## config.mk

```make
export PLATFORM = sky130hd
export DESIGN_NAME = gb5_mac
export DESIGN_NICKNAME = d
export VERILOG_FILES = /design/src/hw/rtl/gaussian_blur_5x5_assert.svh /design/src/hw/rtl/gb5_pkg.sv /design/src/hw/rtl/gb5_mac.sv
export SDC_FILE = /design/constraint.sdc
export NUM_CORES = 2
export LEC_CHECK = 0
export ABC_CLOCK_PERIOD_IN_PS = 14300
export BUFFER_PORTS_ARGS = -buffer_cell sky130_fd_sc_hd__buf_4
export CAP_MARGIN = 20
export CORE_UTILIZATION = 60
export DETAILED_ROUTE_END_ITERATION = 8
export GPL_TIMING_DRIVEN = 0
export PLACE_DENSITY = 0.83
export REMOVE_ABC_BUFFERS = 1
export SLEW_MARGIN = 15
export SYNTH_ARGS = -nofsm -noshare
export SYNTH_HDL_FRONTEND = slang
export SYNTH_SLANG_ARGS = --single-unit
```

## constraint.sdc

```tcl
create_clock -name clock -period 14.3 [get_ports clock]
set_input_delay 0.715 -clock clock [delete_from_list [all_inputs] [get_ports clock]]
set_output_delay 0.715 -clock clock [all_outputs]
set_load 0.005 [all_outputs]
```

## src/hw/rtl/gaussian_blur_5x5_assert.svh

```systemverilog
// Assertion macros shared by the gaussian_blur_5x5 RTL.
`ifndef GAUSSIAN_BLUR_5X5_ASSERT_SVH
`define GAUSSIAN_BLUR_5X5_ASSERT_SVH

// Consequent must hold at the same edge as the antecedent.
`define GB5_ASSERT_SAME(label, clk, rst, ante, cons, msg) \
   label: assert property (@(posedge clk) disable iff (rst) (ante) |-> (cons)) \
      else $error(msg);

// Consequent must hold at the edge after the antecedent.
`define GB5_ASSERT_NEXT(label, clk, rst, ante, cons, msg) \
   label: assert property (@(posedge clk) disable iff (rst) (ante) |=> (cons)) \
      else $error(msg);

`endif

```

## src/hw/rtl/gb5_pkg.sv

```systemverilog
// Shared types, constants and helper functions of the 5x5 Gaussian blur.
`timescale 1ns / 1ps

package gb5_pkg;

   // field widths
   localparam int PIX_W      = 8;
   localparam int POS_W      = 10;
   localparam int SIZE_W     = 11;
   localparam int COEFF_W    = 16;
   localparam int CSR_IDX_W  = 4;
   localparam int CSR_DATA_W = 16;
   localparam int REQ_DATA_W = 8;
   localparam int RSP_DATA_W = 32;
   localparam int RSP_PAD_W  = RSP_DATA_W - PIX_W - 2 * POS_W;

   // window geometry
   localparam int WIN_N     = 5;
   localparam int LINES     = WIN_N - 1;
   localparam int LINE_W    = LINES * PIX_W;
   localparam int BORDER    = 2;
   localparam int WIN_REACH = WIN_N - 1;
   localparam int MIN_SIZE  = 5;
   localparam int SIZE_RESET = 1024;

   // arithmetic widths: a class sums at most eight pixels, six products are added
   localparam int NUM_CLASS = 6;
   localparam int CLS_W     = 3;
   localparam int CSUM_W    = PIX_W + 3;
   localparam int PROD_W    = COEFF_W + CSUM_W;
   localparam int ACC_W     = PROD_W + 3;
   localparam int FRAC_BITS = 16;

   // register indexes
   localparam logic [CSR_IDX_W-1:0] REG_IMAGE_WIDTH      = 4'd0;
   localparam logic [CSR_IDX_W-1:0] REG_IMAGE_HEIGHT     = 4'd1;
   localparam logic [CSR_IDX_W-1:0] REG_COEFF_CORNER     = 4'd2;
   localparam logic [CSR_IDX_W-1:0] REG_COEFF_CENTER     = 4'd7;

   // weight classes, in coefficient register order
   localparam logic [CLS_W-1:0] CLS_CORNER     = 3'd0;
   localparam logic [CLS_W-1:0] CLS_OUTER_SIDE = 3'd1;
   localparam logic [CLS_W-1:0] CLS_OUTER_AXIS = 3'd2;
   localparam logic [CLS_W-1:0] CLS_INNER_DIAG = 3'd3;
   localparam logic [CLS_W-1:0] CLS_INNER_AXIS = 3'd4;
   localparam logic [CLS_W-1:0] CLS_CENTER     = 3'd5;

   typedef logic [NUM_CLASS-1:0][COEFF_W-1:0] coeff_set_type;
   typedef logic [NUM_CLASS-1:0][CSUM_W-1:0]  class_sum_type;

   localparam coeff_set_type COEFF_RESET = {
      16'd16384, 16'd7537, 16'd3408, 16'd721, 16'd328, 16'd33
   };

   // pixel and position info that travels with an item down the pipeline
   typedef struct packed {
      logic [PIX_W-1:0] pixel;
      logic [POS_W-1:0] row;
      logic [POS_W-1:0] col;
      logic             interior;
      logic             border;
   } side_type;

   // one result item
   typedef struct packed {
      logic [PIX_W-1:0] pixel;
      logic [POS_W-1:0] row;
      logic [POS_W-1:0] col;
      logic             filtered;
      logic             last;
   } result_type;

   // stage transfers of the pipeline
   typedef struct packed {
      logic acc;
      logic s1_mv;
      logic s2_mv;
      logic s3_mv;
   } pipe_mv_type;

   // weight class of window tap (dr, dc), both 0..4, center at (2, 2)
   function automatic logic [CLS_W-1:0] weight_class(input logic [2:0] dr,
                                                     input logic [2:0] dc);
      logic [1:0]       ar;
      logic [1:0]       ac;
      logic [CLS_W-1:0] cls;
      ar = (dr > 3'd2) ? 2'(dr - 3'd2) : 2'(3'd2 - dr);
      ac = (dc > 3'd2) ? 2'(dc - 3'd2) : 2'(3'd2 - dc);
      case ({ar, ac})
         4'b0000:          cls = CLS_CENTER;
         4'b0001, 4'b0100: cls = CLS_INNER_AXIS;
         4'b0101:          cls = CLS_INNER_DIAG;
         4'b0010, 4'b1000: cls = CLS_OUTER_AXIS;
         4'b0110, 4'b1001: cls = CLS_OUTER_SIDE;
         default:          cls = CLS_CORNER;
      endcase
      return cls;
   endfunction

endpackage

```

## src/hw/rtl/gb5_mac.sv

```systemverilog
// Coefficient products, final sum, truncation and saturation.
`timescale 1ns / 1ps

module gb5_mac import gb5_pkg::*; (
   input  logic             clock,
   input  pipe_mv_type      mv,
   input  class_sum_type    sums,
   input  coeff_set_type    coeffs,
   output logic [PIX_W-1:0] filt_pix
);

   logic [NUM_CLASS-1:0][PROD_W-1:0] prod_ff;
   logic [NUM_CLASS-1:0][PROD_W-1:0] prod_in;
   logic [ACC_W-1:0]                 total;
   logic [ACC_W-FRAC_BITS-1:0]       scaled;

   // one 16x11 multiply per weight class
   always_comb begin
      for (int i = 0; i < NUM_CLASS; i++)
         prod_in[i] = PROD_W'(coeffs[i]) * PROD_W'(sums[i]);
   end

   always_ff @(posedge clock) begin
      if (mv.s3_mv)
         prod_ff <= prod_in;
   end

   // add the six products, drop the fraction, saturate
   always_comb begin
      total = '0;
      for (int i = 0; i < NUM_CLASS; i++)
         total = total + ACC_W'(prod_ff[i]);
      scaled = total[ACC_W-1:FRAC_BITS];
      if (scaled > (ACC_W-FRAC_BITS)'({PIX_W{1'b1}}))
         filt_pix = {PIX_W{1'b1}};
      else
         filt_pix = scaled[PIX_W-1:0];
   end

endmodule

```

# Word level (Yosys, flattened, before mapping)
# Index checks and enable logic that the tools add are counted.
# totals
register_bits	162
output_inout_bits	8
# classes
n_mux	1
addsub	5
n_lt_le_gt_ge	1
multipliers	6
# op_table
operator	count
16-bit by 11-bit multiplier with 27-bit output	6
30-bit by 27-bit adder with 30-bit output	2
29-bit by 27-bit adder with 30-bit output	1
28-bit by 27-bit adder with 29-bit output	1
27-bit by 27-bit adder with 28-bit output	1
14-bit by 8-bit greater-than comparator with 1-bit output, second input constant	1
8-bit two-way mux	1

# Longest topological paths before layout
# depth
depth_word	7
mapped_depth	22
mapped_depth_nobuf	21

# Worst setup path before layout
# OpenSTA, ideal clock, no wires.
# synth_path
path_kind	input-to-reg
start	in sums[13] (netlist name)
end	reg prod_ff[52] (netlist name), data pin
slack_ns	8.350
required_time_ns	14.034
stages	20
arrival_time_ns	5.684
setup_time_ns	0.266
path_cell_list	clkbuf_1 nand2_1 fa_1 inv_1 fa_1 fa_1 fa_1 inv_1 fa_1 inv_1 ha_1 a211oi_1 a221o_1 a31o_2 a21oi_1 a221oi_1 o21bai_1 a41o_1 o41ai_1 xnor2_1
# synth_rtl
element	line	text
start, declared	gb5_mac.sv:7	input class_sum_type sums,
end signal, assigned	gb5_mac.sv:25	prod_ff <= prod_in;
end, declared	gb5_mac.sv:12	logic [NUM_CLASS-1:0][PROD_W-1:0] prod_ff;

==> impl_metrics.tcl <==
set metrics [dict create \
    status "finished, final reports clean" \
    fmax_mhz 164 \
    place.gp.congestion 0.906 \
    min_period_ns 6.11 \
    grt_pass1_vias 32700 \
    fin_crit_sh_pct 42.7 \
    postSynthCellCount 4418 \
    clockRootBuffer "clkbuf_16" \
    io_pins 175 \
    maxCapViolations 0 \
    clock-sinks 162 \
    via_per_inst 5.60 \
    vias 30000 \
    worst_slew_pin_slew_ns 0.764 \
    synth_edf_count 162 \
    wl_mm 93.4 \
    cpMostUsedCell "fa_1" \
    slowest_stage "fa_1" \
    ctsResizeCount 0 \
    yosysSeqAreaShare_pct 11.7 \
    rows 96 \
    fin_nets 5883 \
    ys_warn_count 0 \
    hpwl_mm 76.8 \
    antenna_found_initial 10 \
    setup_viol 0 \
    cts_tree "built" \
    worstSetupEndpoint "prod_ff[52]" \
    largest_reg_flops 162 \
    grt_pass1_wl_mm 159 \
    async_flop_share_pct 0 \
    cts_setup_buffers 0 \
    drt_iter0_markers 2244 \
    cp.depth 21 \
    min_path_type "in -> reg" \
    fin_tns_setup_ns 0 \
    drc 0 \
    start_util_pct 60.6 \
    syn-cell-area_um2 41500 \
    syn2layout_area_growth_pct 5.84 \
    arrival_ns 6.28 \
    core_um2 68500 \
    cts_max_level 4 \
    cp_top_family "adder cells" \
    synth_area_per_cell_um2 9.39 \
    report.final.slew_viol_count 0 \
    io_buffers 171 \
    ys_seq_elements 162 \
    max_stage_delay_ns 0.54 \
    crit_path_start "sums[16]" \
    clockBufferDepth 2 \
    die-area_um2 70200 \
    wl_per_cell_um 17.5 \
    crit_buf_inv 5 \
    largestRegisters "prod_ff x162" \
    rsz0062_at_grt "no" \
    worst-endpoint-required_ns 14.47 \
    drtAntennaViolNets 0 \
    drive_above_1_share_pct 5.05 \
    synth_flop_cell "edfxtp_1" \
    hold_violations 0 \
    fp.dieW_um 265 \
    worstSetupPathType "in -> reg" \
    dieHeight_um 265 \
    track_usage_pct 28.3 \
    path_cells "buf_4, and2_1, fa_1, inv_1, fa_1, inv_1, fa_1, fa_1, inv_1, fa_1, inv_1, ha_1, a211oi_1, a221o_1, a31o_2, a21oi_1, a221oi_1, o21bai_1, a41o_1, o41ai_1, xnor2_1" \
    yosysUniqueCellTypes 64 \
    start_kind "input pin" \
    clkTransAtPathRegs_ns 0.07 \
    crit_fanout 16 \
    drt-pass1-iter-count 5 \
    slew_headroom_pct 48.8 \
    cts_buffers 17 \
    grt_max_degree 88 \
    overflow 0 \
    top_register "prod_ff" \
    end_kind "flop" \
    holdBufCountCts 0 \
]
-- per-layer routing --
layer | routed length, um | global-route usage [%] | vias up
li1 | - | - | 13400
met3 | 5560 | 3.17 | 243
met1 | 36100 | 35.8 | 15200
met4 | 4170 | 12.5 | 0
met5 | 0 | 0 | -
met2 | 47500 | 49.3 | 1114
-- cells in the mapped netlist, types with 3 or more instances --
| cell | count | area [um2] |
|---|---|---|
| a211o_1 | 4 | 35.0 |
| a211oi_1 | 15 | 113 |
| a21boi_0 | 3 | 22.5 |
| a21o_1 | 46 | 345 |
| a21oi_1 | 104 | 521 |
| a221oi_1 | 3 | 26.3 |
| a2bb2oi_1 | 3 | 26.3 |
| a31o_2 | 5 | 43.8 |
| a31oi_1 | 9 | 56.3 |
| and2_1 | 449 | 2810 |
| and3_1 | 18 | 113 |
| clkbuf_1 | 165 | 619 |
| edfxtp_1 | 162 | 4860 |
| fa_1 | 856 | 17100 |
| ha_1 | 416 | 5200 |
| inv_1 | 998 | 3750 |
| mux2i_1 | 3 | 30.0 |
| nand2_1 | 686 | 2570 |
| nand2b_1 | 11 | 68.8 |
| nand3_1 | 20 | 100 |
| nand4_1 | 5 | 31.3 |
| nor2_1 | 81 | 304 |
| nor2b_1 | 18 | 113 |
| nor3_1 | 28 | 140 |
| nor3b_1 | 3 | 22.5 |
| o211ai_1 | 10 | 75.1 |
| o21a_1 | 22 | 165 |
| o21ai_0 | 63 | 315 |
| o21bai_1 | 18 | 135 |
| o221ai_1 | 3 | 26.3 |
| o31a_1 | 3 | 26.3 |
| o31ai_1 | 3 | 22.5 |
| o41ai_1 | 3 | 26.3 |
| or2_2 | 6 | 37.5 |
| or3_1 | 6 | 37.5 |
| xnor2_1 | 107 | 937 |
| xor2_1 | 26 | 228 |
-- through the flow --
step	worst slack, ns	instances	util [%]	hold slack [ns]	instance area (um2)
2_1_floorplan	8.53	4253	-	0.827	40900
3_3_place_gp	7.84	5306	63.2	1.11	43200
3_5_place_dp	7.83	5307	63.2	1.13	43300
4_1_cts	8.22	5339	64.1	0.669	43900
5_1_grt	7.89	5349	64.1	0.689	43900
6_report	8.19	5349	64.1	0.685	43900
-- final cells by class --
type | count | area, um2
sequential | 162 | 4860
multi-input combinational | 3093 | 32200
antenna | 10 | 25.0
clock inverter | 14 | 166
fill | 5327 | 24600
inverter | 998 | 3750
clock buffer | 18 | 429
timing repair buffer | 172 | 1320
tap | 882 | 1100
-- cell families (layout without fill, tap and decap cells) --
family,Yosys count,after routing,share of synthesized area [%]
simple gates,1340,1340,15.5
fa+ha+maj,1272,1272,53.9
buf+inv,1163,1202,10.5
compound gates,345,345,5.50
flops,162,162,11.7
xor+xnor,133,133,2.81
mux,3,3,0.0724
other cells,0,10,0
-- how the worst min path moves through the flow --
stage                           from           end  cells after the start
after CTS                 coeffs[80]  prod_ff[135]                      2
after global routing      coeffs[48]   prod_ff[81]                      2
after global placement    coeffs[80]  prod_ff[135]                      2
after floorplan                mv[0]    prod_ff[0]                      0
final                     coeffs[48]   prod_ff[81]                      2
after detailed placement  coeffs[80]  prod_ff[135]                      2
-- cells in the final DEF, fill, tap and decap left out, types with 6 or more instances in the layout --
cell	instances
nand2_1	686
a21oi_1	104
o21bai_1	18
or3_1	6
edfxtp_1	162
nand2b_1	11
inv_1	998
o21ai_0	63
o211ai_1	10
a21o_1	46
clkbuf_16	17
diode_2	10
a31oi_1	9
ha_1	416
xor2_1	26
nand3_1	20
nor2_1	81
o21a_1	22
and3_1	18
buf_4	170
xnor2_1	107
or2_2	6
nor2b_1	18
fa_1	856
nor3_1	28
and2_1	449
a211oi_1	15
Power is left out: the tool's default activity adds up to more than one toggle a clock period on the data nets, which glitch-free logic cannot reach.
