`config.mk`:
```
export PLATFORM = sky130hd
export DESIGN_NAME = gb5_out
export DESIGN_NICKNAME = d
export VERILOG_FILES = /design/src/hw/rtl/gaussian_blur_5x5_assert.svh /design/src/hw/rtl/gb5_pkg.sv /design/src/hw/rtl/gb5_out.sv
export SDC_FILE = /design/constraint.sdc
export NUM_CORES = 1
export LEC_CHECK = 0
export ABC_CLOCK_PERIOD_IN_PS = 2040
export BUFFER_PORTS_ARGS = -buffer_cell sky130_fd_sc_hd__buf_2
export CORE_ASPECT_RATIO = 0.5
export CORE_MARGIN = 4
export CORE_UTILIZATION = 43
export DETAILED_ROUTE_END_ITERATION = 6
export GPL_ROUTABILITY_DRIVEN = 1
export GPL_TIMING_DRIVEN = 0
export PLACE_DENSITY_LB_ADDON = 0.2
export REMOVE_ABC_BUFFERS = 1
export SLEW_MARGIN = 25
export SYNTH_ARGS = -nofsm -noshare
export SYNTH_HDL_FRONTEND = slang
export SYNTH_SLANG_ARGS = --single-unit
export TNS_END_PERCENT = 30
```
`constraint.sdc`:
```
create_clock -name clock -period 2.04 [get_ports clock]
set_input_delay 0.408 -clock clock [delete_from_list [all_inputs] [get_ports clock]]
set_output_delay 0.408 -clock clock [all_outputs]
set_load 0.05 [all_outputs]
```
`src/hw/rtl/gaussian_blur_5x5_assert.svh`:
```
// Assertion macros shared by the gaussian_blur_5x5 RTL.
`ifndef GAUSSIAN_BLUR_5X5_ASSERT_SVH
`define GAUSSIAN_BLUR_5X5_ASSERT_SVH

// Consequent must hold at the same edge as the antecedent.
`define GB5_ASSERT_SAME(label, clk, rst, ante, cons, msg) \
   label: assert property (@(posedge clk) disable iff (rst) (ante) |-> (cons)) \
      else $error(msg);

// Consequent must hold at the edge after the antecedent.
`define GB5_ASSERT_NEXT(label, clk, rst, ante, cons, msg) \
   label: assert property (@(posedge clk) disable iff (rst) (ante) |=> (cons)) \
      else $error(msg);

`endif

```
`src/hw/rtl/gb5_pkg.sv`:
```
// Shared types, constants and helper functions of the 5x5 Gaussian blur.
`timescale 1ns / 1ps

package gb5_pkg;

   // field widths
   localparam int PIX_W      = 8;
   localparam int POS_W      = 10;
   localparam int SIZE_W     = 11;
   localparam int COEFF_W    = 16;
   localparam int CSR_IDX_W  = 4;
   localparam int CSR_DATA_W = 16;
   localparam int REQ_DATA_W = 8;
   localparam int RSP_DATA_W = 32;
   localparam int RSP_PAD_W  = RSP_DATA_W - PIX_W - 2 * POS_W;

   // window geometry
   localparam int WIN_N     = 5;
   localparam int LINES     = WIN_N - 1;
   localparam int LINE_W    = LINES * PIX_W;
   localparam int BORDER    = 2;
   localparam int WIN_REACH = WIN_N - 1;
   localparam int MIN_SIZE  = 5;
   localparam int SIZE_RESET = 1024;

   // arithmetic widths: a class sums at most eight pixels, six products are added
   localparam int NUM_CLASS = 6;
   localparam int CLS_W     = 3;
   localparam int CSUM_W    = PIX_W + 3;
   localparam int PROD_W    = COEFF_W + CSUM_W;
   localparam int ACC_W     = PROD_W + 3;
   localparam int FRAC_BITS = 16;

   // register indexes
   localparam logic [CSR_IDX_W-1:0] REG_IMAGE_WIDTH      = 4'd0;
   localparam logic [CSR_IDX_W-1:0] REG_IMAGE_HEIGHT     = 4'd1;
   localparam logic [CSR_IDX_W-1:0] REG_COEFF_CORNER     = 4'd2;
   localparam logic [CSR_IDX_W-1:0] REG_COEFF_CENTER     = 4'd7;

   // weight classes, in coefficient register order
   localparam logic [CLS_W-1:0] CLS_CORNER     = 3'd0;
   localparam logic [CLS_W-1:0] CLS_OUTER_SIDE = 3'd1;
   localparam logic [CLS_W-1:0] CLS_OUTER_AXIS = 3'd2;
   localparam logic [CLS_W-1:0] CLS_INNER_DIAG = 3'd3;
   localparam logic [CLS_W-1:0] CLS_INNER_AXIS = 3'd4;
   localparam logic [CLS_W-1:0] CLS_CENTER     = 3'd5;

   typedef logic [NUM_CLASS-1:0][COEFF_W-1:0] coeff_set_type;
   typedef logic [NUM_CLASS-1:0][CSUM_W-1:0]  class_sum_type;

   localparam coeff_set_type COEFF_RESET = {
      16'd16384, 16'd7537, 16'd3408, 16'd721, 16'd328, 16'd33
   };

   // pixel and position info that travels with an item down the pipeline
   typedef struct packed {
      logic [PIX_W-1:0] pixel;
      logic [POS_W-1:0] row;
      logic [POS_W-1:0] col;
      logic             interior;
      logic             border;
   } side_type;

   // one result item
   typedef struct packed {
      logic [PIX_W-1:0] pixel;
      logic [POS_W-1:0] row;
      logic [POS_W-1:0] col;
      logic             filtered;
      logic             last;
   } result_type;

   // stage transfers of the pipeline
   typedef struct packed {
      logic acc;
      logic s1_mv;
      logic s2_mv;
      logic s3_mv;
   } pipe_mv_type;

   // weight class of window tap (dr, dc), both 0..4, center at (2, 2)
   function automatic logic [CLS_W-1:0] weight_class(input logic [2:0] dr,
                                                     input logic [2:0] dc);
      logic [1:0]       ar;
      logic [1:0]       ac;
      logic [CLS_W-1:0] cls;
      ar = (dr > 3'd2) ? 2'(dr - 3'd2) : 2'(3'd2 - dr);
      ac = (dc > 3'd2) ? 2'(dc - 3'd2) : 2'(3'd2 - dc);
      case ({ar, ac})
         4'b0000:          cls = CLS_CENTER;
         4'b0001, 4'b0100: cls = CLS_INNER_AXIS;
         4'b0101:          cls = CLS_INNER_DIAG;
         4'b0010, 4'b1000: cls = CLS_OUTER_AXIS;
         4'b0110, 4'b1001: cls = CLS_OUTER_SIDE;
         default:          cls = CLS_CORNER;
      endcase
      return cls;
   endfunction

endpackage

```
`src/hw/rtl/gb5_out.sv`:
```
// Two-slot result register that serializes the results of one item.
`timescale 1ns / 1ps

module gb5_out import gb5_pkg::*; (
   input  logic       clock,
   input  logic       reset,
   input  logic       load,
   input  result_type first,
   input  result_type second,
   input  logic       two,
   input  logic       rsp_ready,
   output logic       rsp_valid,
   output result_type rsp_item,
   output logic       free
);

   logic [1:0] cnt_ff;
   logic [1:0] cnt_in;
   result_type slot0_ff;
   result_type slot0_in;
   result_type slot1_ff;
   result_type slot1_in;
   logic       pop;

   assign pop  = (cnt_ff != 2'd0) && rsp_ready;
   assign free = (cnt_ff == 2'd0) || ((cnt_ff == 2'd1) && pop);

   // load a fresh run or step to the second slot
   always_comb begin
      cnt_in   = cnt_ff;
      slot0_in = slot0_ff;
      slot1_in = slot1_ff;
      if (load) begin
         cnt_in   = two ? 2'd2 : 2'd1;
         slot0_in = first;
         slot1_in = second;
      end else if (pop) begin
         cnt_in   = cnt_ff - 2'd1;
         slot0_in = slot1_ff;
      end
   end

   always_ff @(posedge clock) begin
      if (reset)
         cnt_ff <= 2'd0;
      else
         cnt_ff <= cnt_in;
   end

   always_ff @(posedge clock) begin
      slot0_ff <= slot0_in;
      slot1_ff <= slot1_in;
   end

   assign rsp_valid = (cnt_ff != 2'd0);
   assign rsp_item  = slot0_ff;

endmodule
```
Word-level counts from Yosys, hierarchy flattened
Cells that the tools add are included.
{ "classes": {"addsub": 1, "n_eq_ne": 1, "mux": 5, "n_reduce_logical": 6} }
{ "op_table": {"columns": ["cell", "n"], "rows": [
  ["30-bit two-way mux", 2],
  ["2-bit two-way mux", 3],
  ["2-bit nonzero test", 2],
  ["2-bit by 1-bit == test with 1-bit output, second input constant", 1],
  ["1-bit logical AND", 2],
  ["2-bit logical NOT", 1],
  ["2-bit by 1-bit subtractor with 2-bit output, second input constant", 1],
  ["1-bit logical OR", 1]
]} }
{ "word_totals": {"ff_bits": 62, "inputBits": 65, "out_inout_bits": 32, "elab_cells": 24} }

Depth between registers and ports, before layout
{ "depth": {"word_depth": 4, "mapped_depth": 5, "depth_no_buf": 5} }

Worst setup path after synthesis
OpenSTA, ideal clock, no wires.
{ "synth_path": {"kind": "register -> register", "start": "reg cnt_ff[0]", "end": "reg slot0_ff (netlist bit rsp_item[0]), enable pin", "setup_time_ps": 388, "t_arrival_ps": 1543, "required_time_ps": 1652, "slack_ps": 109, "stages_incl_launch_ff": 5, "n_path_buf": 0, "synth_period_minus_slack_ps": 1931, "cell_sequence": "dfxtp_1 inv_1 ha_1 and2b_2 or2_1"} }
{ "synth_via": {"elab_chain_cells": 3} }
{ "synth_rtl": {"columns": ["element", "line_no", "source"], "rows": [
  ["start, declared", "gb5_out.sv:17", "logic [1:0] cnt_ff;"],
  ["start signal, assigned", "gb5_out.sv:47", "cnt_ff <= cnt_in;"],
  ["2-bit nonzero test", "gb5_out.sv:25", "assign pop = (cnt_ff != 2'd0) && rsp_ready;"],
  ["1-bit logical AND", "gb5_out.sv:25", null],
  ["2-bit nonzero test (no line)", null, null],
  ["end signal, assigned", "gb5_out.sv:51", "slot0_ff <= slot0_in;"],
  ["end, declared", "gb5_out.sv:19", "result_type slot0_ff;"]
]} }
Every way passes these cells.
A chain may end at the register's enable or synchronous reset.

Worst setup path after layout
{ "layout_path": {"start": "reg cnt_ff[0]", "end": "reg slot0_ff (netlist bit rsp_item[3]), enable pin"} }
The elaborated chain is that of the path after synthesis.

==> impl_results.md <==
* Initial antenna violation count at 0
* Tcrit/Tclk final at 91.67%
* Worst Tran Pin Value at 0.6979 ns
* Cell Area, Synth at 2467 um^2
* Initial DRC count at 36
* Fillcell total at approximately 420
* Crit end category: flip-flop
* Layout cells sized above 1 at 64.86%
* Clock slew at reported path FFs at 0.05 ns
* Routed WL per cell at 13.94 um
* Final Hold Fails at 0
* Row count at 19
* Vias in the first global route at approximately 1.4k
* Status: finished clean
* Setup TNS at 0 ns
* Met3 GRT Util at 5.986%
* Warnings from Yosys at 0
* CTS Sinks at 62
* Antenna Cells at 0
* Mapped Avg Cell Area at 21.84 um^2
* Worst EP arrival at 1.81 ns
* Post-synthesis compound-gate area fraction at 0.9128%
* DP Wirelength at a little under 3000 um
* Final setup violation count at 0
* Core area at 5515 um^2
* Seq cells post-synth at 62
* Final Max Tran Viols at 0
* Clock skew at 0.006103 ns
* Die Y at 61.57 um
* Pwr dens at 1121 nW/um^2
* HP Class: primary input to flip-flop
* Initial core utilization at 44.74%
* Tot Pwr at 0.003734 W
* First-pass GRT wire length at 6072 um
* Die X at ~120 um
* Simple-gate share of the synthesized area at 1.623%
* Slew HR at 53.47%
* Antenna-violating nets left at 0
* Kind of critical path: flip-flop to flip-flop
* Clk_lat worst skew at 0.31 ns
* Worst Path Max Fanout at 30
* Mux contribution to synthesized area at between 10% and 20%
* CP required at between 1.5 and 2 ns
* Post-route insts no fill at 295
* Post-cts sizing count at 0
* CTS max path bufs at 2
* Maximum vdd ir drop at 0.5364 mV
* GP Congestion at 0.6824
* PortBufs at 96
* TritonCTS Buffers at 9
* Via-per-instance ratio at 4.407
* Leakage at 1.453 nW
* Synth-to-layout area growth at 34.94%
* GR met2 Demand/Resource at 23.03%
* Die area at 7088 um^2
* CTS root buf: clkbuf_16
* PnR worst setup slack at 0.1700 ns
* Crit start category: flip-flop
* Global-route congestion overflow total at 0
* Main combinational cell family by area after synthesis: multiplexers
* Pre-antenna DRT Iters at 4
* Synth cell types at 17
* Met1 usage at 11.22%
* Sequential area share after synthesis at about 75%
* Dpl ws at -0.02542 ns
* Post-CTS Setup Repair Bufs at 0
* Drt total wl at 4113 um
* Syn Inst Count at 113
* Register-to-Register Setup Slack at approximately 0.17 ns
* Drc violations at 0
* Via count at ~1.3k
* CTS tree: built
* Unrepaired setup endpoints after global routing: no
* Largest net degree at the start of global routing at 51
* Placed Cells at approximately 280
* CTS hold repair buffers at 0
* F_max at 0.5348 GHz
* Max cap viols at 0
* Fin crit period at 1.870 ns
* H-tree depth at 3
* # IOs at 97
* Adder-Cell Fraction of Synth Area at under 10%
* Xor and xnor area share after synthesis at 0.3550%
* Most Crowded Layer GR: met2
* Final layout net count at 284
* GR Util All Layers at 12.08%
metal layers:
metal / up-vias / share of wire (%) / wire [um]
li1: 641 / - / -
met1: 613 / 36 / 1468
met2: 44 / 57 / 2330
met3: 2 / 6.8 / 279
met4: 0 / 0.85 / 35
met5: - / 0 / 0
path summary, 6_finish.rpt:
kind / start / endpoint / cells past startpoint
max: cnt_ff[0] / rsp_item[3] / 4
min: reset / cnt_ff[1] / 2
max reg2reg: cnt_ff[0] / rsp_item[3] / 4
min reg2reg: slot1_ff[25] / rsp_item[25] / 1
layout make-up:
cell class                      instances  area, um^2  area share (%)
Multi-Input combinational cell         43       539.3           16.20
Timing Repair Buffer                   97       510.5           15.33
Clock inverter                          4       95.09           2.856
Clock buffer                           12       236.5           7.103
Inverter                                4       15.01          0.4510
Sequential cell                        62        1842           55.32
Tap cell                               73       91.34           2.743
state kept, by name (all words and copies together) (netlist names):
signal	count
rsp_item	30
slot1_ff	30
cnt_ff	2
layout by cell type, fill, tap and decap left out, types with 2 or more instances in the layout:
cell type	netlist	final
inv_1	3	3
a21oi_1	2	2
clkbuf_16	0	9
buf_2	0	95
nand2_1	3	3
dfxtp_1	2	2
mux2_4	28	28
ha_1	2	2
edfxtp_1	60	60
bufinv_16	0	3
clkbuf_1	0	3
mux2_2	2	2
worst max-delay path, cell delays in order, from the launching register on:
cell     delay, ns
dfxtp_1       0.37
inv_1         0.06
ha_1          0.22
and2b_2       0.26
or2_2         0.58
Yosys cell counts (all sizes together):
| cell | instances | area share (%) |
|---|---|---|
| nand2 | 3 | 0.46 |
| o211ai | 1 | 0.51 |
| nand2b | 1 | 0.25 |
| ha | 2 | 1.0 |
| a21oi | 2 | 0.41 |
| dfxtp | 2 | 1.6 |
| and2b | 1 | 0.36 |
| inv | 4 | 0.61 |
| buf | 4 | 2.9 |
| edfxtp | 60 | 73 |
| xnor2 | 1 | 0.36 |
| nand3b | 1 | 0.30 |
| or2 | 1 | 0.25 |
| mux2 | 30 | 18 |
per-stage QoR:
| step | utilization [%] | cell area, um^2 | hold WS [ns] |
|---|---|---|---|
| 6_report | 60.37 | 3329 | 0.2599 |
| 5_1_grt | 60.37 | 3329 | 0.2479 |
| 4_1_cts | 60.37 | 3329 | 0.2412 |
| 3_5_place_dp | 54.36 | 2998 | 0.5331 |
| 3_3_place_gp | 53.81 | 2968 | 0.5267 |
| 2_1_floorplan | - | 2396 | 0.4771 |
power breakdown:
part | switching (W) | total [W] | internal [W]
combinational | 0.000335 | 0.000514 | 0.000179
sequential | 0.0000280 | 0.00156 | 0.00153
clock | 0.000468 | 0.00166 | 0.00119
logic make-up (layout without fill, tap and decap cells):
group	after synthesis	in the layout
AO/OA/AOI/OAI	3	3
XOR/XNOR	1	1
adder cells (fa/ha/maj)	2	2
buffers and inverters	8	117
flip-flops	62	62
multiplexers	30	30
AND/OR/NAND/NOR	7	7
(Power assumes the default switching activity.)
