### src/hw/rtl/gaussian_blur_5x5_assert.svh
// Assertion macros shared by the gaussian_blur_5x5 RTL.
`ifndef GAUSSIAN_BLUR_5X5_ASSERT_SVH
`define GAUSSIAN_BLUR_5X5_ASSERT_SVH

// Consequent must hold at the same edge as the antecedent.
`define GB5_ASSERT_SAME(label, clk, rst, ante, cons, msg) \
   label: assert property (@(posedge clk) disable iff (rst) (ante) |-> (cons)) \
      else $error(msg);

// Consequent must hold at the edge after the antecedent.
`define GB5_ASSERT_NEXT(label, clk, rst, ante, cons, msg) \
   label: assert property (@(posedge clk) disable iff (rst) (ante) |=> (cons)) \
      else $error(msg);

`endif

### src/hw/rtl/gb5_pkg.sv
// Shared types, constants and helper functions of the 5x5 Gaussian blur.
`timescale 1ns / 1ps

package gb5_pkg;

   // field widths
   localparam int PIX_W      = 8;
   localparam int POS_W      = 10;
   localparam int SIZE_W     = 11;
   localparam int COEFF_W    = 16;
   localparam int CSR_IDX_W  = 4;
   localparam int CSR_DATA_W = 16;
   localparam int REQ_DATA_W = 8;
   localparam int RSP_DATA_W = 32;
   localparam int RSP_PAD_W  = RSP_DATA_W - PIX_W - 2 * POS_W;

   // window geometry
   localparam int WIN_N     = 5;
   localparam int LINES     = WIN_N - 1;
   localparam int LINE_W    = LINES * PIX_W;
   localparam int BORDER    = 2;
   localparam int WIN_REACH = WIN_N - 1;
   localparam int MIN_SIZE  = 5;
   localparam int SIZE_RESET = 1024;

   // arithmetic widths: a class sums at most eight pixels, six products are added
   localparam int NUM_CLASS = 6;
   localparam int CLS_W     = 3;
   localparam int CSUM_W    = PIX_W + 3;
   localparam int PROD_W    = COEFF_W + CSUM_W;
   localparam int ACC_W     = PROD_W + 3;
   localparam int FRAC_BITS = 16;

   // register indexes
   localparam logic [CSR_IDX_W-1:0] REG_IMAGE_WIDTH      = 4'd0;
   localparam logic [CSR_IDX_W-1:0] REG_IMAGE_HEIGHT     = 4'd1;
   localparam logic [CSR_IDX_W-1:0] REG_COEFF_CORNER     = 4'd2;
   localparam logic [CSR_IDX_W-1:0] REG_COEFF_CENTER     = 4'd7;

   // weight classes, in coefficient register order
   localparam logic [CLS_W-1:0] CLS_CORNER     = 3'd0;
   localparam logic [CLS_W-1:0] CLS_OUTER_SIDE = 3'd1;
   localparam logic [CLS_W-1:0] CLS_OUTER_AXIS = 3'd2;
   localparam logic [CLS_W-1:0] CLS_INNER_DIAG = 3'd3;
   localparam logic [CLS_W-1:0] CLS_INNER_AXIS = 3'd4;
   localparam logic [CLS_W-1:0] CLS_CENTER     = 3'd5;

   typedef logic [NUM_CLASS-1:0][COEFF_W-1:0] coeff_set_type;
   typedef logic [NUM_CLASS-1:0][CSUM_W-1:0]  class_sum_type;

   localparam coeff_set_type COEFF_RESET = {
      16'd16384, 16'd7537, 16'd3408, 16'd721, 16'd328, 16'd33
   };

   // pixel and position info that travels with an item down the pipeline
   typedef struct packed {
      logic [PIX_W-1:0] pixel;
      logic [POS_W-1:0] row;
      logic [POS_W-1:0] col;
      logic             interior;
      logic             border;
   } side_type;

   // one result item
   typedef struct packed {
      logic [PIX_W-1:0] pixel;
      logic [POS_W-1:0] row;
      logic [POS_W-1:0] col;
      logic             filtered;
      logic             last;
   } result_type;

   // stage transfers of the pipeline
   typedef struct packed {
      logic acc;
      logic s1_mv;
      logic s2_mv;
      logic s3_mv;
   } pipe_mv_type;

   // weight class of window tap (dr, dc), both 0..4, center at (2, 2)
   function automatic logic [CLS_W-1:0] weight_class(input logic [2:0] dr,
                                                     input logic [2:0] dc);
      logic [1:0]       ar;
      logic [1:0]       ac;
      logic [CLS_W-1:0] cls;
      ar = (dr > 3'd2) ? 2'(dr - 3'd2) : 2'(3'd2 - dr);
      ac = (dc > 3'd2) ? 2'(dc - 3'd2) : 2'(3'd2 - dc);
      case ({ar, ac})
         4'b0000:          cls = CLS_CENTER;
         4'b0001, 4'b0100: cls = CLS_INNER_AXIS;
         4'b0101:          cls = CLS_INNER_DIAG;
         4'b0010, 4'b1000: cls = CLS_OUTER_AXIS;
         4'b0110, 4'b1001: cls = CLS_OUTER_SIDE;
         default:          cls = CLS_CORNER;
      endcase
      return cls;
   endfunction

endpackage

### src/hw/rtl/gb5_csr.sv
// Configuration registers with clamped frame size.
`timescale 1ns / 1ps

module gb5_csr import gb5_pkg::*; #(
   parameter int  MAX_WIDTH  = 1024,
   parameter int  MAX_HEIGHT = 1024,
   localparam int WW = $clog2(MAX_WIDTH + 1),
   localparam int HW = $clog2(MAX_HEIGHT + 1)
) (
   input  logic                  clock,
   input  logic                  reset,
   input  logic                  wr_en,
   input  logic [CSR_IDX_W-1:0]  wr_index,
   input  logic [CSR_DATA_W-1:0] wr_data,
   output logic [WW-1:0]         width_eff,
   output logic [HW-1:0]         height_eff,
   output coeff_set_type         coeffs
);

   localparam int MW = (WW > HW) ? WW : HW;
   localparam int LW = (MW > SIZE_W) ? MW : SIZE_W;

   logic [SIZE_W-1:0] width_ff;
   logic [SIZE_W-1:0] height_ff;
   coeff_set_type     coeff_ff;
   logic [CLS_W-1:0]  coeff_sel;
   logic [LW-1:0]     w_x;
   logic [LW-1:0]     h_x;

   assign coeff_sel = CLS_W'(wr_index - REG_COEFF_CORNER);

   // register writes; an index past the list is ignored
   always_ff @(posedge clock) begin
      if (reset) begin
         width_ff  <= SIZE_W'(SIZE_RESET);
         height_ff <= SIZE_W'(SIZE_RESET);
         coeff_ff  <= COEFF_RESET;
      end else if (wr_en) begin
         case (wr_index)
            REG_IMAGE_WIDTH:  width_ff  <= wr_data[SIZE_W-1:0];
            REG_IMAGE_HEIGHT: height_ff <= wr_data[SIZE_W-1:0];
            default: begin
               if (wr_index inside {[REG_COEFF_CORNER:REG_COEFF_CENTER]})
                  coeff_ff[coeff_sel] <= wr_data[COEFF_W-1:0];
            end
         endcase
      end
   end

   // clamp the frame size to MIN_SIZE..MAX
   always_comb begin
      w_x = LW'(width_ff);
      if (w_x < LW'(MIN_SIZE))
         w_x = LW'(MIN_SIZE);
      else if (w_x > LW'(MAX_WIDTH))
         w_x = LW'(MAX_WIDTH);
      h_x = LW'(height_ff);
      if (h_x < LW'(MIN_SIZE))
         h_x = LW'(MIN_SIZE);
      else if (h_x > LW'(MAX_HEIGHT))
         h_x = LW'(MAX_HEIGHT);
   end

   assign width_eff  = WW'(w_x);
   assign height_eff = HW'(h_x);
   assign coeffs     = coeff_ff;

endmodule

### config.mk
export PLATFORM = sky130hd
export DESIGN_NAME = gb5_csr
export DESIGN_NICKNAME = d
export VERILOG_FILES = /design/src/hw/rtl/gaussian_blur_5x5_assert.svh /design/src/hw/rtl/gb5_pkg.sv /design/src/hw/rtl/gb5_csr.sv
export SDC_FILE = /design/constraint.sdc
export NUM_CORES = 1
export LEC_CHECK = 0
export ABC_AREA = 1
export BUFFER_PORTS_ARGS = -buffer_cell sky130_fd_sc_hd__buf_2
export CORE_MARGIN = 10
export CORE_UTILIZATION = 40
export CTS_CLUSTER_DIAMETER = 80
export CTS_CLUSTER_SIZE = 10
export DETAILED_ROUTE_END_ITERATION = 12
export GPL_TIMING_DRIVEN = 0
export PLACE_DENSITY = 0.65
export SKIP_LAST_GASP = 1
export SLEW_MARGIN = 0
export SYNTH_ARGS = -nofsm -noshare
export SYNTH_HDL_FRONTEND = slang
export SYNTH_SLANG_ARGS = --single-unit
export TNS_END_PERCENT = 20
### constraint.sdc
create_clock -name clock -period 3 [get_ports clock]
set_input_delay 0.3 -clock clock [delete_from_list [all_inputs] [get_ports clock]]
set_output_delay 0.3 -clock clock [all_outputs]
set_load 0.005 [all_outputs]
* Yosys cells after proc, flatten, opt, wreduce, memory -nomap -nowiden
Cells that the tools add are included.
** Storage, ports and cells
- Register bits after elaboration :: 118
- Input port bits :: 23
- Output and inout port bits :: 118
- Logic and storage cells :: 33
** Operators by class
- $add $sub $neg :: 1
- Order comparisons :: 8
- Equality and inequality tests :: 1
- Muxes and demuxes :: 7
- Bitwise gates (word level) :: 1
- Reduce and logical (&&, ||, !) cells :: 7
** Operators by type and width (count)
- $bwmux 96 :: 1
- $demux 16 s3 :: 1
- $mux 11 :: 4
- $gt 11x11->1 const B :: 2
- $lt 11x3->1 const B :: 2
- $mux 16 :: 1
- $eq 4x1->1 const B :: 1
- $ge 4x2->1 const B :: 1
- $le 4x3->1 const B :: 1
- $logic_not 4->1 :: 1
- $lt 3x4->1 const B :: 1
- $reduce_and 2->1 :: 2
- $ge 3x1->1 const B :: 1
- $reduce_and 3->1 :: 1
- $sub 3x2->3 const B :: 1
- $logic_and 1x1->1 :: 2
- $reduce_or 2->1 :: 1
- $not 1->1 :: 1

* Logic depth before layout (Yosys ltp)
- Depth in word-level cells :: 6
- Gate-level depth with buffers :: 9

* Worst setup path after synthesis
Ideal clock, no wire load.
- Path type :: input -> register
- Start :: input wr_en
- End :: register coeff_ff, in the netlist coeffs[55]
- Setup time :: 116 ps
- Arrival time :: 1135 ps
- Data required time :: 2884 ps
- Setup slack :: 1750 ps
- Cell stages on the path :: 9
- Path buffers :: 2
- Path through :: inv_2 nor2_1 nand2_1 buf_4 nor2_4 inv_2 buf_2 nor2_1 nor2_1
** On the way
- Longest elaborated chain between the ends :: 1
** RTL lines
- start: declaration :: RTL line gb5_csr.sv:12 : input logic wr_en,
- $reduce_and 3->1 (no line)
- end signal: indexed assignment :: RTL line gb5_csr.sv:44 : coeff_ff[coeff_sel] <= wr_data[COEFF_W-1:0];
- end: declaration :: RTL line gb5_csr.sv:25 : coeff_set_type coeff_ff;
No other way between the ends.
A chain may end at the register's enable or synchronous reset.

* Worst setup path after layout
- Start :: register width_ff[6]
- End :: output width_eff[1]
** On the way
- Longest elaborated chain between the ends :: 3
** RTL lines
- start: declaration :: RTL line gb5_csr.sv:23 : logic [SIZE_W-1:0] width_ff;
- start signal: assignment :: RTL line gb5_csr.sv:35 : width_ff <= SIZE_W'(SIZE_RESET);
- start signal: assignment :: RTL line gb5_csr.sv:40 : REG_IMAGE_WIDTH: width_ff <= wr_data[SIZE_W-1:0];
- $gt 11x11->1 :: RTL line gb5_csr.sv:55 : else if (w_x > LW'(MAX_WIDTH))
- $mux 11 :: RTL line gb5_csr.sv:55
- $mux 11 (*) :: RTL line gb5_csr.sv:53 : if (w_x < LW'(MIN_SIZE))
- end: declaration :: RTL line gb5_csr.sv:15 : output logic [WW-1:0] width_eff,
Mark *: on every way between the ends. The rest lies on a longest branch, timed or not.

==> impl_metrics.toml <==
[outcome]
status = "finished clean"

[detailed_routing]
drtIter0Drc = 277
routed_wl_um = 15300
wl_per_cell_um = 16.6
vias_per_cell = 5.03
dr_total_vias = 4647
antenna_left = 0
drtPass1Iterations = 5
drc = 0

[timing]
tightest_slew_ns = 0.674
slew_viol_final = 0
tns_ns = 0
period_needed_ns = 1.91
finalSetupViolations = 0
hold_violations = 0
fmax_ghz = 0.523
clock_skew_ns = 0
finalCritPeriodShare_pct = 63.8
max_slew_margin_pct = 55.1
rsz0062_at_grt = "false"

[setup_path]
path_buf_inv = 1
cp-end-kind = "output port"
required_ns = 2.70
slowest_delay_ns = 0.39
cpMostUsedCell = "nor2_1"
cp_data_arrival_time_ns = 1.61
critPathKind = "flop to output port"
critPathTopFamily = "simple AND/OR/NAND/NOR gates"
crit_chain = "nor2_1 > nand3_1 > nor2_1 > nor2_1 > nor2_1 > buf_2"
cp_slowest_cell = "dfxtp_1"
critical_path_peak_fanout = 8
start_kind = "flop"

[clock_tree]
cts_tree = "built"
post_cts_buffers = 0
ctsHtreeMaxLevel = 4
worstSkewPairLatency_ns = 0.40
numCtsBuffers = 17
cts.clk_slew.worst_paths_ns = 0.05
ctsLongestPathBuffers = 2
root_buffer = "clkbuf_16"
post_cts_resized = 0
cts.sinks = 118
hold_buffers = 0

[floorplan]
dieWidth_um = 126
boundaryPins = 141
fp.dieArea_sq_mm = 0.0159
die_y_um = 126
rows = 38
core_area_sq_mm = 0.0109
start_util_pct = 41.3

[cells_and_area]
finish.net_count = 795
num-fill-cells = 1031
diodes = 0
area.growth.synth_to_final_pct = 31.5
design_area_sq_mm = 0.00593
drive_above_1_share_pct = 24.6
fin_cells = 924

[pwr]
irDropWorstVdd_mv = 0.461
p_leak_uw = 0.00287
p_int_uw = 2970
p_switching_uw = 875
sw_frac_of_total_pct = 22.7
p_per_area_mw_per_mm2 = 649
p_clk_share_pct = 51.7
power_frac_seq_pct = 42.2
power_frac_comb_pct = 6.1

[yosys]
synth_area_sq_mm = 0.00451
syn-num-nets = 644
synth_most_common_cell = "nor2_1"
yosysWarnings = 0
synth_top_area_share_pct = 52.4
syn_avg_cell_area_sq_um = 7.27
yosys.area.top_type = "dfxtp_1"
synth-async-reset-ratio_pct = 0
synth_edf_count = 0
ys_seq_area_share_pct = 52.4
ys.flop_type = "dfxtp_1"
synth.distinct_cells = 19
synthCells = 621
synth_seq_cells = 118
synth_area_leaders = "dfxtp_1 52%, nor2_1 16%, o21ai_0 9.4%"
ys_top_cells_by_count = "190 x nor2_1, 118 x dfxtp_1, 85 x o21ai_0, 80 x nand2_1, 42 x nand3_1"

[placement]
numPortBuffers = 132
placed_cells = 893
placed_cell_area_sq_mm = 0.00535
place_congestion = 0.807
hpwl_um = 11200

[run]
drv_cap = 0

[global_routing]
antenna_found_initial = 0
grt_pass1_wl_um = 24100
grt_start_max_net_pins = 17
grt_pass1_vias = 4645
grt-ovfl-total = 0
grtUsageTotal_pct = 18.7

[min_path]
hold_class = "primary input to flop"
worst reg2reg max path: cells and delay by family, from the launching register on:
family | cells | cell delay, ns
DFF | 1 | 0.33
AOI/OAI and AO/OA | 1 | 0.19
and+or+nand+nor | 1 | 0.06
routing by layer:
layer  up-vias  GRT usage, %  wire, um
met4         0          5.96       216
li1       2282             -         -
met3        24          6.21      1340
met1      2160          21.5      6380
met5         -             0         0
met2       181          32.1      7400
worst paths after layout:
check | startpoint | end | slack (ns) | cells past startpoint
worst min register to register | coeffs[22] | coeffs[22] | 0.48 | 2
worst min-delay path | wr_data[15] | coeffs[63] | 0.23 | 3
worst max register to register | height_ff[3] | height_ff[3] | 2.31 | 2
worst max-delay path | width_ff[6] | width_eff[1] | 1.09 | 6
cell type report:
cell class	count	area, sq um	share of cell area (%)
flip-flops and latches	118	2360	39.8
multi-input cells	432	1850	31.3
repair buffers	132	661	11.1
clock buffers	22	484	8.16
plain buffers	41	183	3.08
well taps	140	175	2.95
inverters	30	113	1.90
clock inverters	9	100	1.69
power by group through the flow:
stage	clock [uW]	combinational, uW	sequential, uW
after global placement	0	232	1650
after floorplan	0	124	1650
final	1990	237	1620
after global routing	2080	266	1630
after CTS	2000	238	1620
after detailed placement	0	237	1660
state kept, by name, summed over array words and instances (netlist names):
signal     flops
width_ff      11
height_ff     11
coeffs        96
metrics by stage:
stage	setup slack (ns)	total power [uW]	util [%]	hold slack, ns
global placement	1.39	1890	48.9	0.437
floorplan	1.75	1780	-	0.413
CTS	1.06	3860	54.2	0.233
finish	1.09	3850	54.2	0.235
detailed placement	1.35	1890	48.9	0.455
global route	0.959	3970	54.2	0.258
logic make-up (layout without fill, tap and decap cells):
group | after synthesis | in the layout | synth area share [%]
flip-flops | 118 | 118 | 52.4
buffers and inverters | 71 | 234 | 6.54
AO/OA/AOI/OAI | 96 | 96 | 10.6
AND/OR/NAND/NOR | 336 | 336 | 30.4
layout by cell type (no fill, tap or decap), drive strengths merged:
master and count:
a21oi 10, buf 146, bufinv 2, clkbuf 49, clkinv 6, clkinvlp 2
dfxtp 118, inv 29, nand2 84, nand3 42, nor2 193, nor3 17
o21ai 86
Note: power is estimated with default switching activity, not from simulation.
